## config.mk

```make
export PLATFORM = sky130hd
export DESIGN_NAME = dual_wheel_incremental_pi_speed
export DESIGN_NICKNAME = d
export VERILOG_FILES = /design/src/dwpi_pkg.sv /design/src/dwpi_lane.sv /design/src/dwpi_ctrl.sv /design/src/dual_wheel_incremental_pi_speed.sv
export SDC_FILE = /design/constraint.sdc
export NUM_CORES = 2
export LEC_CHECK = 0
export BUFFER_PORTS_ARGS = -buffer_cell sky130_fd_sc_hd__buf_2
export CORE_ASPECT_RATIO = 0.75
export CORE_MARGIN = 3
export CORE_UTILIZATION = 30
export CTS_CLUSTER_DIAMETER = 30
export DETAILED_ROUTE_END_ITERATION = 10
export PLACE_DENSITY_LB_ADDON = 0.25
export SYNTH_ARGS = -nofsm -noshare
export SYNTH_HDL_FRONTEND = slang
export SYNTH_SLANG_ARGS = --single-unit
```

## constraint.sdc

```tcl
create_clock -name clock -period 5.5 [get_ports clock]
set_input_delay 0.275 -clock clock [delete_from_list [all_inputs] [get_ports clock]]
set_output_delay 0.275 -clock clock [all_outputs]
set_load 0.1 [all_outputs]
```

## src/dwpi_pkg.sv

```systemverilog
`timescale 1ns / 1ps
// Shared types, widths and codes of the dual-wheel incremental PI speed controller.
package dwpi_pkg;

   localparam int CMD_W        = 16;
   localparam int GAIN_W       = 16;
   localparam int SAMPLE_W     = 16;
   localparam int SCALE_W      = 8;
   localparam int DRIVE_W      = 32;
   localparam int CSR_IDX_W    = 3;
   localparam int CSR_DATA_W   = 16;
   localparam int TARGET_LIMIT = 20;
   localparam int ACCUM_WIDTH  = 24;

   // Target is the command sum before clamping, error is target minus sample.
   localparam int TGT_W  = CMD_W + 1;
   localparam int ERR_W  = TGT_W + 1;
   localparam int DIFF_W = ERR_W + 1;
   // The partial product high word holds the sum of two addends and its negation.
   localparam int HI_W   = DIFF_W + 3;
   localparam int PROD_W = HI_W + GAIN_W;
   localparam int TOT_W  = ((PROD_W > (ACCUM_WIDTH + 8)) ? PROD_W : (ACCUM_WIDTH + 8)) + 1;
   localparam int CNT_W  = $clog2(GAIN_W);

   // Cycles from an accepted item to its result when the output register is free.
   localparam int LATENCY = GAIN_W + SCALE_W + 4;

   localparam logic [CSR_IDX_W-1:0] REG_VELOCITY    = 3'd0;
   localparam logic [CSR_IDX_W-1:0] REG_TURN        = 3'd1;
   localparam logic [CSR_IDX_W-1:0] REG_LEFT_PROP   = 3'd2;
   localparam logic [CSR_IDX_W-1:0] REG_LEFT_INT    = 3'd3;
   localparam logic [CSR_IDX_W-1:0] REG_RIGHT_PROP  = 3'd4;
   localparam logic [CSR_IDX_W-1:0] REG_RIGHT_INT   = 3'd5;
   localparam logic [CSR_IDX_W-1:0] REG_DRIVE_SCALE = 3'd6;

   typedef struct packed {
      logic signed [SAMPLE_W-1:0] left_speed_sample;
      logic signed [SAMPLE_W-1:0] right_speed_sample;
   } req_data_type;

   typedef struct packed {
      logic signed [DRIVE_W-1:0] left_drive;
      logic signed [DRIVE_W-1:0] right_drive;
   } rsp_data_type;

   typedef enum logic [2:0] {
      ST_IDLE,
      ST_PREP,
      ST_MUL,
      ST_ADD,
      ST_SAT,
      ST_SCALE,
      ST_DONE
   } state_type;

   typedef struct packed {
      logic load;
      logic prep;
      logic mul;
      logic mul_last;
      logic add;
      logic sat;
      logic smul;
      logic out_load;
   } ctl_type;

endpackage

```

## src/dwpi_lane.sv

```systemverilog
`timescale 1ns / 1ps
// One wheel: error, bit-serial PI update of the accumulator and bit-serial drive scaling.
module dwpi_lane import dwpi_pkg::*; (
   input  logic                       clock,
   input  logic                       reset,
   input  ctl_type                    ctl,
   input  logic signed [TGT_W-1:0]    target,
   input  logic signed [SAMPLE_W-1:0] sample,
   input  logic signed [GAIN_W-1:0]   prop_gain,
   input  logic signed [GAIN_W-1:0]   int_gain,
   input  logic [SCALE_W-1:0]         scale,
   output logic signed [DRIVE_W-1:0]  drive
);

   localparam int QW    = TOT_W - 8;
   localparam int SHI_W = ACCUM_WIDTH + 1;
   localparam int SPR_W = SHI_W + SCALE_W;
   localparam int SAT_W = ((SPR_W > DRIVE_W) ? SPR_W : DRIVE_W) + 1;
   localparam logic signed [QW-1:0] Q_MAX = QW'((64'd1 << (ACCUM_WIDTH - 1)) - 64'd1);
   localparam logic signed [QW-1:0] Q_MIN = -Q_MAX - QW'(1);
   localparam logic signed [SAT_W-1:0] D_MAX = SAT_W'((64'd1 << (DRIVE_W - 1)) - 64'd1);
   localparam logic signed [SAT_W-1:0] D_MIN = -D_MAX - SAT_W'(1);

   logic signed [ERR_W-1:0]       prev_ff, prev_in;
   logic signed [ACCUM_WIDTH-1:0] accum_ff, accum_in;
   logic signed [ERR_W-1:0]       err_ff, err_in;
   logic signed [DIFF_W-1:0]      diff_ff, diff_in;
   logic [GAIN_W-1:0]             pg_ff, pg_in;
   logic [GAIN_W-1:0]             ig_ff, ig_in;
   logic signed [HI_W-1:0]        hi_ff, hi_in;
   logic [GAIN_W-1:0]             lo_ff, lo_in;
   logic signed [TOT_W-1:0]       total_ff, total_in;
   logic [SCALE_W-1:0]            sc_ff, sc_in;
   logic signed [SHI_W-1:0]       shi_ff, shi_in;
   logic [SCALE_W-1:0]            slo_ff, slo_in;
   logic signed [SAT_W-1:0]       sprod;

   always_comb begin
      logic signed [HI_W-1:0]  addend;
      logic signed [HI_W-1:0]  nh;
      logic signed [QW-1:0]    quot;
      logic signed [SHI_W-1:0] saddend;
      logic signed [SHI_W-1:0] ns;

      prev_in  = prev_ff;
      accum_in = accum_ff;
      err_in   = err_ff;
      diff_in  = diff_ff;
      pg_in    = pg_ff;
      ig_in    = ig_ff;
      hi_in    = hi_ff;
      lo_in    = lo_ff;
      total_in = total_ff;
      sc_in    = sc_ff;
      shi_in   = shi_ff;
      slo_in   = slo_ff;

      addend = (pg_ff[0] ? HI_W'(diff_ff) : '0) + (ig_ff[0] ? HI_W'(err_ff) : '0);
      // The top gain bit carries negative weight.
      if (ctl.mul_last) begin
         addend = -addend;
      end
      nh = hi_ff + addend;

      quot = QW'(total_ff >>> 8);
      // Division by 256 rounds toward zero, so a negative value with a fraction moves up.
      if (total_ff[TOT_W-1] && (total_ff[7:0] != 8'd0)) begin
         quot = quot + QW'(1);
      end

      saddend = sc_ff[0] ? SHI_W'(accum_ff) : '0;
      ns      = shi_ff + saddend;

      if (ctl.load) begin
         err_in = ERR_W'(target) - ERR_W'(sample);
         pg_in  = prop_gain;
         ig_in  = int_gain;
      end
      if (ctl.prep) begin
         diff_in = DIFF_W'(err_ff) - DIFF_W'(prev_ff);
         prev_in = err_ff;
         hi_in   = '0;
         lo_in   = '0;
      end
      if (ctl.mul) begin
         hi_in = nh >>> 1;
         lo_in = {nh[0], lo_ff[GAIN_W-1:1]};
         pg_in = pg_ff >> 1;
         ig_in = ig_ff >> 1;
      end
      if (ctl.add) begin
         total_in = TOT_W'($signed({hi_ff, lo_ff})) + (TOT_W'(accum_ff) <<< 8);
      end
      if (ctl.sat) begin
         if (quot > Q_MAX) begin
            accum_in = ACCUM_WIDTH'(Q_MAX);
         end else if (quot < Q_MIN) begin
            accum_in = ACCUM_WIDTH'(Q_MIN);
         end else begin
            accum_in = ACCUM_WIDTH'(quot);
         end
         shi_in = '0;
         sc_in  = scale;
      end
      if (ctl.smul) begin
         shi_in = ns >>> 1;
         slo_in = {ns[0], slo_ff[SCALE_W-1:1]};
         sc_in  = sc_ff >> 1;
      end
   end

   always_ff @(posedge clock) begin
      if (reset) begin
         prev_ff  <= '0;
         accum_ff <= '0;
      end else begin
         prev_ff  <= prev_in;
         accum_ff <= accum_in;
      end
      err_ff   <= err_in;
      diff_ff  <= diff_in;
      pg_ff    <= pg_in;
      ig_ff    <= ig_in;
      hi_ff    <= hi_in;
      lo_ff    <= lo_in;
      total_ff <= total_in;
      sc_ff    <= sc_in;
      shi_ff   <= shi_in;
      slo_ff   <= slo_in;
   end

   always_comb begin
      sprod = SAT_W'($signed({shi_ff, slo_ff}));
      if (sprod > D_MAX) begin
         drive = DRIVE_W'(D_MAX);
      end else if (sprod < D_MIN) begin
         drive = DRIVE_W'(D_MIN);
      end else begin
         drive = DRIVE_W'(sprod);
      end
   end

endmodule

```

## src/dwpi_ctrl.sv

```systemverilog
`timescale 1ns / 1ps
// Sequencer that steps both wheel lanes through one update and owns the result handshake.
module dwpi_ctrl import dwpi_pkg::*; (
   input  logic    clock,
   input  logic    reset,
   input  logic    req_valid,
   output logic    req_ready,
   output logic    rsp_valid,
   input  logic    rsp_ready,
   output ctl_type ctl
);

   state_type        state_ff, state_in;
   logic [CNT_W-1:0] cnt_ff, cnt_in;
   logic             rsp_valid_ff, rsp_valid_in;
   logic             out_free;

   assign out_free = !rsp_valid_ff || rsp_ready;

   always_comb begin
      state_in = state_ff;
      unique case (state_ff)
         ST_IDLE: begin
            if (req_valid) begin
               state_in = ST_PREP;
            end
         end
         ST_PREP: state_in = ST_MUL;
         ST_MUL: begin
            if (cnt_ff == CNT_W'(GAIN_W - 1)) begin
               state_in = ST_ADD;
            end
         end
         ST_ADD: state_in = ST_SAT;
         ST_SAT: state_in = ST_SCALE;
         ST_SCALE: begin
            if (cnt_ff == CNT_W'(SCALE_W - 1)) begin
               state_in = ST_DONE;
            end
         end
         ST_DONE: begin
            if (out_free) begin
               state_in = ST_IDLE;
            end
         end
         default: state_in = ST_IDLE;
      endcase
   end

   always_comb begin
      ctl          = '0;
      req_ready    = (state_ff == ST_IDLE);
      ctl.load     = (state_ff == ST_IDLE) && req_valid;
      ctl.prep     = (state_ff == ST_PREP);
      ctl.mul      = (state_ff == ST_MUL);
      ctl.mul_last = (state_ff == ST_MUL) && (cnt_ff == CNT_W'(GAIN_W - 1));
      ctl.add      = (state_ff == ST_ADD);
      ctl.sat      = (state_ff == ST_SAT);
      ctl.smul     = (state_ff == ST_SCALE);
      ctl.out_load = (state_ff == ST_DONE) && out_free;
      cnt_in       = ((state_ff == ST_MUL) || (state_ff == ST_SCALE)) ? cnt_ff + CNT_W'(1) : '0;
      rsp_valid_in = ctl.out_load ? 1'b1 : (rsp_ready ? 1'b0 : rsp_valid_ff);
   end

   assign rsp_valid = rsp_valid_ff;

   always_ff @(posedge clock) begin
      if (reset) begin
         state_ff     <= ST_IDLE;
         cnt_ff       <= '0;
         rsp_valid_ff <= 1'b0;
      end else begin
         state_ff     <= state_in;
         cnt_ff       <= cnt_in;
         rsp_valid_ff <= rsp_valid_in;
      end
   end

endmodule

```

## src/dual_wheel_incremental_pi_speed.sv

```systemverilog
`timescale 1ns / 1ps
// Each update runs the 16 gain-bit steps of the shift-add PI multiplier and then the 8
// scale-bit steps of the drive multiplier, both lanes running in parallel; a held result
// register stalls the sequencer before the result is loaded. One item is in work at a time.
// The result register lets the next item enter while the previous result waits.
// Synchronous reset clears commands and gains to zero, drive scale to one, and the previous
// errors and accumulators to zero.
module dual_wheel_incremental_pi_speed import dwpi_pkg::*; (
   input  logic                  clock,
   input  logic                  reset,
   input  logic                  req_valid,
   output logic                  req_ready,
   input  req_data_type          req_data,
   output logic                  rsp_valid,
   input  logic                  rsp_ready,
   output rsp_data_type          rsp_data,
   input  logic                  csr_valid,
   output logic                  csr_ready,
   input  logic [CSR_IDX_W-1:0]  csr_index,
   input  logic [CSR_DATA_W-1:0] csr_wdata
);

   localparam logic signed [TGT_W-1:0] TGT_MAX = TGT_W'(TARGET_LIMIT);
   localparam logic signed [TGT_W-1:0] TGT_MIN = -TGT_MAX;

   logic signed [CMD_W-1:0]  velocity_ff, velocity_in;
   logic signed [CMD_W-1:0]  turn_ff, turn_in;
   logic signed [GAIN_W-1:0] left_prop_ff, left_prop_in;
   logic signed [GAIN_W-1:0] left_int_ff, left_int_in;
   logic signed [GAIN_W-1:0] right_prop_ff, right_prop_in;
   logic signed [GAIN_W-1:0] right_int_ff, right_int_in;
   logic [SCALE_W-1:0]       scale_ff, scale_in;
   rsp_data_type             rsp_data_ff, rsp_data_in;

   logic signed [TGT_W-1:0]   left_sum, right_sum;
   logic signed [TGT_W-1:0]   left_target, right_target;
   logic signed [DRIVE_W-1:0] left_drive, right_drive;
   ctl_type                   ctl;

   assign csr_ready = 1'b1;

   always_comb begin
      velocity_in   = velocity_ff;
      turn_in       = turn_ff;
      left_prop_in  = left_prop_ff;
      left_int_in   = left_int_ff;
      right_prop_in = right_prop_ff;
      right_int_in  = right_int_ff;
      scale_in      = scale_ff;
      if (csr_valid && csr_ready) begin
         unique case (csr_index)
            REG_VELOCITY:    velocity_in   = CMD_W'(csr_wdata);
            REG_TURN:        turn_in       = CMD_W'(csr_wdata);
            REG_LEFT_PROP:   left_prop_in  = GAIN_W'(csr_wdata);
            REG_LEFT_INT:    left_int_in   = GAIN_W'(csr_wdata);
            REG_RIGHT_PROP:  right_prop_in = GAIN_W'(csr_wdata);
            REG_RIGHT_INT:   right_int_in  = GAIN_W'(csr_wdata);
            REG_DRIVE_SCALE: scale_in      = csr_wdata[SCALE_W-1:0];
            default: ;
         endcase
      end
   end

   always_ff @(posedge clock) begin
      if (reset) begin
         velocity_ff   <= '0;
         turn_ff       <= '0;
         left_prop_ff  <= '0;
         left_int_ff   <= '0;
         right_prop_ff <= '0;
         right_int_ff  <= '0;
         scale_ff      <= SCALE_W'(1);
      end else begin
         velocity_ff   <= velocity_in;
         turn_ff       <= turn_in;
         left_prop_ff  <= left_prop_in;
         left_int_ff   <= left_int_in;
         right_prop_ff <= right_prop_in;
         right_int_ff  <= right_int_in;
         scale_ff      <= scale_in;
      end
      rsp_data_ff <= rsp_data_in;
   end

   always_comb begin
      left_sum  = TGT_W'(velocity_ff) + TGT_W'(turn_ff);
      right_sum = TGT_W'(velocity_ff) - TGT_W'(turn_ff);
      if (left_sum > TGT_MAX) begin
         left_target = TGT_MAX;
      end else if (left_sum < TGT_MIN) begin
         left_target = TGT_MIN;
      end else begin
         left_target = left_sum;
      end
      if (right_sum > TGT_MAX) begin
         right_target = TGT_MAX;
      end else if (right_sum < TGT_MIN) begin
         right_target = TGT_MIN;
      end else begin
         right_target = right_sum;
      end
   end

   dwpi_ctrl u_ctrl (
      .clock     (clock),
      .reset     (reset),
      .req_valid (req_valid),
      .req_ready (req_ready),
      .rsp_valid (rsp_valid),
      .rsp_ready (rsp_ready),
      .ctl       (ctl)
   );

   dwpi_lane u_left (
      .clock     (clock),
      .reset     (reset),
      .ctl       (ctl),
      .target    (left_target),
      .sample    (req_data.left_speed_sample),
      .prop_gain (left_prop_ff),
      .int_gain  (left_int_ff),
      .scale     (scale_ff),
      .drive     (left_drive)
   );

   dwpi_lane u_right (
      .clock     (clock),
      .reset     (reset),
      .ctl       (ctl),
      .target    (right_target),
      .sample    (req_data.right_speed_sample),
      .prop_gain (right_prop_ff),
      .int_gain  (right_int_ff),
      .scale     (scale_ff),
      .drive     (right_drive)
   );

   always_comb begin
      rsp_data_in = rsp_data_ff;
      if (ctl.out_load) begin
         rsp_data_in.left_drive  = left_drive;
         rsp_data_in.right_drive = right_drive;
      end
   end

   assign rsp_data = rsp_data_ff;

endmodule

```

==> After elaboration in Yosys (flattened, before gate mapping) <==
Cells that the tools add are included.
{ "word_totals": {"register_bits": 633, "in_bits": 56, "output_inout_bits": 67, "wordCells": 163} }
{ "classes": {"n_addsub": 19, "n_lt_le_gt_ge": 12, "n_eq_ne": 18, "muxes": 47, "bitwise_logic": 1, "n_reduce_logical": 25} }
{ "op_table": {"columns": ["op", "count"], "rows": [
  ["two-way mux 22 bit", 9],
  ["two-way mux 25 bit", 5],
  ["two-way mux 15 bit", 8],
  ["two-way mux 24 bit", 4],
  ["adder 22 bit", 4],
  ["adder 38 x 32 -> 39 bit", 2],
  ["two-way mux 17 bit", 4],
  ["greater-than comparator 33 x 32 -> 1 bit (second input constant)", 2],
  ["< comparator 33 x 32 -> 1 bit (second input constant)", 2],
  ["two-way mux 32 bit", 2],
  ["adder 31 x 2 -> 31 bit (second input constant)", 2],
  ["greater-than comparator 31 x 24 -> 1 bit (second input constant)", 2],
  ["< comparator 31 x 24 -> 1 bit (second input constant)", 2],
  ["two-way mux 31 bit", 2],
  ["adder 25 bit", 2],
  ["two-way mux 16 bit", 3],
  ["negator 22 bit", 2],
  ["subtractor 18 x 18 -> 19 bit", 2],
  ["subtractor 17 x 16 -> 18 bit", 2],
  ["greater-than comparator 17 x 6 -> 1 bit (second input constant)", 2],
  ["< comparator 17 x 6 -> 1 bit (second input constant)", 2],
  ["two-way mux 7 bit", 3],
  ["one-hot mux 3 bit (7 select lines)", 1],
  ["== test 3 bit (second input constant)", 6],
  ["other kinds (21)", 47]
]} }

==> Depth between registers and ports, before layout <==
{ "logic_depth": {"word_depth": 6, "mapped_depth": 26, "depth_no_buf": 26} }

==> Hierarchy <==
A second synthesis with hierarchy kept.
{ "hier_totals": {"cells_unflattened": 4143, "area_unflattened_um2": 39690.6} }
{ "modules_own_cells": {"columns": ["module", "n_inst", "cells_per_inst", "area_each_um2", "seq_area_each_um2"], "rows": [
  ["dwpi_lane (u_right)", 1, 1583, 15567.4, 6366.1],
  ["dwpi_lane (u_left)", 1, 1597, 15553.7, 6366.1],
  ["dual_wheel_incremental_pi_speed", 1, 913, 8099.0, 4003.8],
  ["dwpi_ctrl", 1, 50, 470.5, 160.2]
]} }

==> Worst setup path before layout <==
No wires, ideal clock.
{ "synth_path": {"path_kind": "register to register", "from": "register u_ctrl.state_ff[0]", "to": "register u_left.ig_ff[0] (enable)", "setup_time_ps": 427, "arrival_time_ps": 5765, "required_ps": 5073, "slack_ps": -692, "stages_incl_launch_ff": 6, "path_buffers": 2, "synth_period_minus_slack_ps": 6192, "path_cell_list": "dfxtp_1 > clkbuf_1 > nor3_1 > and2_1 > clkbuf_1 > nand2b_1"} }
{ "synth_rtl": {"columns": ["element", "line_no", "source"], "rows": [
  ["start, declared", "dwpi_ctrl.sv:13", "state_type state_ff, state_in;"],
  ["start signal, assigned", "dwpi_ctrl.sv:73", "state_ff <= state_in;"],
  ["end signal, assigned", "dwpi_lane.sv:123", "ig_ff <= ig_in;"],
  ["end, declared", "dwpi_lane.sv:29", "logic [GAIN_W-1:0] ig_ff, ig_in;"]
]} }

==> Worst setup path after layout <==
{ "layout_path": {"from": "register velocity_ff[1]", "to": "register u_right.err_ff[16] (data pin)"} }
{ "layout_between": {"elab_chain_len": 5, "elab_cells_between_ends": 6, "classes_between": "add/sub (2); order compare (2); mux (2)"} }
{ "layout_rtl": {"columns": ["element", "line_no", "source"], "rows": [
  ["start, declared", "dual_wheel_incremental_pi_speed.sv:26", "logic signed [CMD_W-1:0] velocity_ff, velocity_in;"],
  ["start signal, assigned", "dual_wheel_incremental_pi_speed.sv:74", "velocity_ff <= velocity_in;"],
  ["subtractor 16 x 16 -> 17 bit (*)", "dual_wheel_incremental_pi_speed.sv:87", "right_sum = TGT_W'(velocity_ff) - TGT_W'(turn_ff);"],
  ["< comparator 17 x 6 -> 1 bit", "dual_wheel_incremental_pi_speed.sv:97", "end else if (right_sum < TGT_MIN) begin"],
  ["two-way mux 17 bit", "dual_wheel_incremental_pi_speed.sv:97", null],
  ["two-way mux 17 bit (*)", "dual_wheel_incremental_pi_speed.sv:95", "if (right_sum > TGT_MAX) begin"],
  ["subtractor 17 x 16 -> 18 bit (*)", "dwpi_lane.sv:75", "err_in = ERR_W'(target) - ERR_W'(sample);"],
  ["end signal, assigned", "dwpi_lane.sv:120", "err_ff <= err_in;"],
  ["end, declared", "dwpi_lane.sv:26", "logic signed [ERR_W-1:0] err_ff, err_in;"]
]} }
Mark *: on every way between the ends. The rest lies on a longest branch, timed or not.
A chain may end at the register's enable or synchronous reset.

==> out/qor.yml <==
status:
  outcome: "finished clean"
routing:
  via_count: 29600
  firstDrtPassIters: 7
  finalWirelength_um: 96400
  final_antenna_net_count: 0
  wl_per_cell_um: 15.6
  drt-initial-drc-count: 1602
  post-route-drc-count: 0
  vias_per_cell: 4.80
cells_and_area:
  final_design_area_no_fill_sq_um: 46600
  area_growth_syn_to_layout_pct: 21.5
  post_route_cells_drive_above_1_share: 0.135
  final_cell_count_no_fill: 6167
  num-nets-final: 4770
global_route:
  global_route.usage.total: 0.143
  grt_first_pass_wirelength_um: 153000
  first_global_vias: 27300
  overflow: 0
  number_of_antenna_violations_at_the_first_check_in_global_routing: 2
  grt_max_degree: 113
clock_network:
  cts.htree.levels: 3
  path_clk_slew_ns: 0.05
  cts_num_sinks: 622
  clock_tree_from_tritoncts: "yes"
  clk_path_buf_depth: 3
  clock_insertion_delay_worst_skew_ns: 0.71
  cts-buffers-inserted: 120
  cts_root_buf: "clkbuf_16"
worst_setup_path:
  critPathCaptureType: "flip-flop"
  crit_chain: "buf_4 -> ha_1 -> nor2b_4 -> o21ai_4 -> nand2_1 -> a311oi_2 -> xnor2_1 -> or4_4 -> nor3_4 -> nand4_1 -> or4_4 -> a21o_1 -> ha_4 -> a21o_1 -> a21oi_2 -> o21ai_2 -> a21oi_2 -> o21ai_2 -> a211o_1 -> a2111oi_4 -> o31ai_2 -> a21oi_1 -> xnor2_1"
  critical_path_required_ns: 5.95
  crit_slowest_cell: "or4_4"
  maximum_fanout_count_along_the_critical_path: 3
  worst-setup-path-type: "flip-flop to flip-flop"
  worst_path_largest_cell_delay_ns: 0.54
  critPathLaunchType: "flip-flop"
  arrival_time_of_data_at_the_critical_path_endpoint_ns: 5.81
sta:
  fin_crit_sh: 0.974
  final.setup_skew_ns: 0.0364
  timing.fmax_mhz: 187
  fin_crit_ns: 5.36
  finalHoldViolations: 0
  slew_headroom: 0.188
  rsz0062_at_grt: "true"
  report.final.slew_viol_count: 0
  tightest_slew_ns: 1.21
  setup_viol: 0
  fin_hold_ws_ns: 0.0877
synthesis:
  postSynthRegisterBits: 622
  synth_area_per_cell_sq_um: 9.14
  mappedNetlistNets: 4562
  syn_area_sq_um: 38400
  synth_edf_count: 421
  seq_area_frac_synth: 0.434
  yosys_most_used_dff: "edfxtp_1"
  synth_async_sr_flop_share: 0
  yosysWarnings: 0
  ys_types: 94
  synthesis.instances: 4199
power:
  power.density_cell_area_nw_per_um2: 358
  irDropWorstVdd_mv: 0.267
  static-leakage-power_uw: 0.0188
worst_hold_path:
  holdCritPathClass: "input pin to flip-flop"
place:
  dp_cells: 5904
  placed_area_sq_um: 41300
  dp.final_hpwl_um: 69400
  placement.io_buffers: 121
  gp_congestion: 0.855
job:
  drv.max_cap_violation_count: 0
floorplan:
  floorplan_die_area_sq_um: 132000
  die_x_um: 419
  floorplan.initialDensity: 0.305
  ioPinCount: 123
  placement_rows: 112
  die_y_um: 316
  core_region_area_sq_um: 126000
[Yosys cell counts (all sizes together), types with 24 or more instances]
cell	n	share of area
nand2	684	0.067
edfxtp	421	0.33
nor2	351	0.034
a21oi	330	0.043
ha	293	0.096
inv	219	0.021
dfxtp	201	0.10
clkbuf	180	0.018
xnor2	169	0.039
o21ai	155	0.020
and2	131	0.021
xor2	113	0.026
nor3	90	0.012
a211oi	75	0.015
a21o	69	0.014
nand3	66	0.0086
and3	63	0.010
nor2b	62	0.010
nand2b	44	0.0072
o21a	44	0.0086
nand4	31	0.0051
a31oi	29	0.0047
a22o	26	0.0059
or3	24	0.0039
[metal layers]
layer,track usage,vias to the layer above,part of all wire
met5,0,-,0.00013
met4,0.0332,2,0.019
met3,0.0283,126,0.046
met2,0.197,517,0.39
met1,0.224,13600,0.54
li1,-,15300,-
[state kept, by name, indices dropped and copies added (netlist names), 18 cells and up]
signal and flops:
u_right.hi_ff 21, u_left.total_ff 39, u_left.accum_ff 24, u_left.diff_ff 19, u_right.prev_ff 18, u_right.diff_ff 19
u_right.err_ff 18, u_left.hi_ff 21, u_left.err_ff 18, u_left.shi_ff 24, u_right.accum_ff 24, u_right.total_ff 39
u_left.prev_ff 18, rsp_data 64, u_right.shi_ff 24
[logic make-up after synthesis]
kind of cell,share of synthesized area
AO/OA/AOI/OAI,0.156
XOR/XNOR,0.0646
adder cells (fa/ha/maj),0.103
buffers and inverters,0.0412
flip-flops,0.434
multiplexers,0.00636
other,0.0000977
AND/OR/NAND/NOR,0.194
[critical path: cells and delay by family (launching register included)]
kind	cells	cell delay [ns]
simple gates	6	1.57
compound gates	12	2.36
fa+ha+maj	2	0.51
xor+xnor	2	0.23
buf+inv	1	0.13
flops	1	0.32
[cells in the final DEF (no fill, tap or decap), types with 14 or more instances in the layout]
cell type	synthesis	layout
a211oi_1	74	69
a21o_1	69	69
a21oi_1	330	318
a22o_1	26	26
a31oi_1	29	27
and2_1	131	129
and3_1	63	63
buf_2	11	120
buf_4	1	135
bufinv_16	0	28
clkbuf_16	0	121
dfxtp_1	201	197
dlygate4sd3_1	0	22
edfxtp_1	421	421
ha_1	293	286
inv_1	216	213
nand2_1	684	681
nand2b_1	44	41
nand3_1	66	66
nand4_1	31	31
nor2_1	350	342
nor2b_1	61	57
nor3_1	90	82
o211ai_1	20	20
o21a_1	44	44
o21ai_0	145	133
o21ai_1	9	17
o21bai_1	20	19
o31ai_1	16	14
or3_1	24	24
xnor2_1	168	166
xor2_1	113	112
[metrics by stage]
| stage | setup WS (ns) | TNS [ns] | total power [uW] | util |
|---|---|---|---|---|
| 6_report | 0.144 | 0 | 16700 | 0.371 |
| 5_1_grt | -0.132 | -0.522 | 17500 | 0.371 |
| 4_1_cts | -0.00928 | -0.0109 | 16800 | 0.368 |
| 3_5_place_dp | -0.459 | -3.20 | 8570 | 0.329 |
| 3_3_place_gp | -0.420 | -2.09 | 8540 | 0.329 |
| 2_1_floorplan | 0.0787 | 0 | 7770 | - |
[power breakdown]
part | switching (uW) | internal [uW]
clock network | 2580 | 5480
registers | 163 | 5340
logic | 1790 | 1340
[path summary, 6_finish.rpt]
kind / startpoint / end / slack, ns / depth (start not counted)
worst max-delay path: velocity_ff[1]$_SDFFE_PP0P_ / u_right.err_ff[16]$_DFFE_PP_ / 0.14 / 23
worst min-delay path: rsp_ready / u_ctrl.rsp_valid$_SDFFE_PP0P_ / 0.09 / 3
worst max register to register: velocity_ff[1]$_SDFFE_PP0P_ / u_right.err_ff[16]$_DFFE_PP_ / 0.14 / 23
worst min register to register: u_right.lo_ff[0]$_SDFFCE_PN0P_ / u_right.total_ff[0]$_DFFE_PP_ / 0.42 / 0
[final cells by class]
class                   count  area, sq um
fillers                 12600        79100
multi-input cells        3161        20600
flip-flops and latches    622        16700
clock buffers             142         3210
well taps                1653         2070
repair buffers            282         1890
clock inverters            85         1290
inverters                 220          828
diodes                      2         5.00
[timing repair]
item,CTS,global route
resized for setup,38,77
setup endpoints to repair,16,24
pin swaps,33,45
hold endpoints to repair,107,0
setup buffers,10,2
hold buffers,22,0
Note: power is estimated with default switching activity, not from simulation.
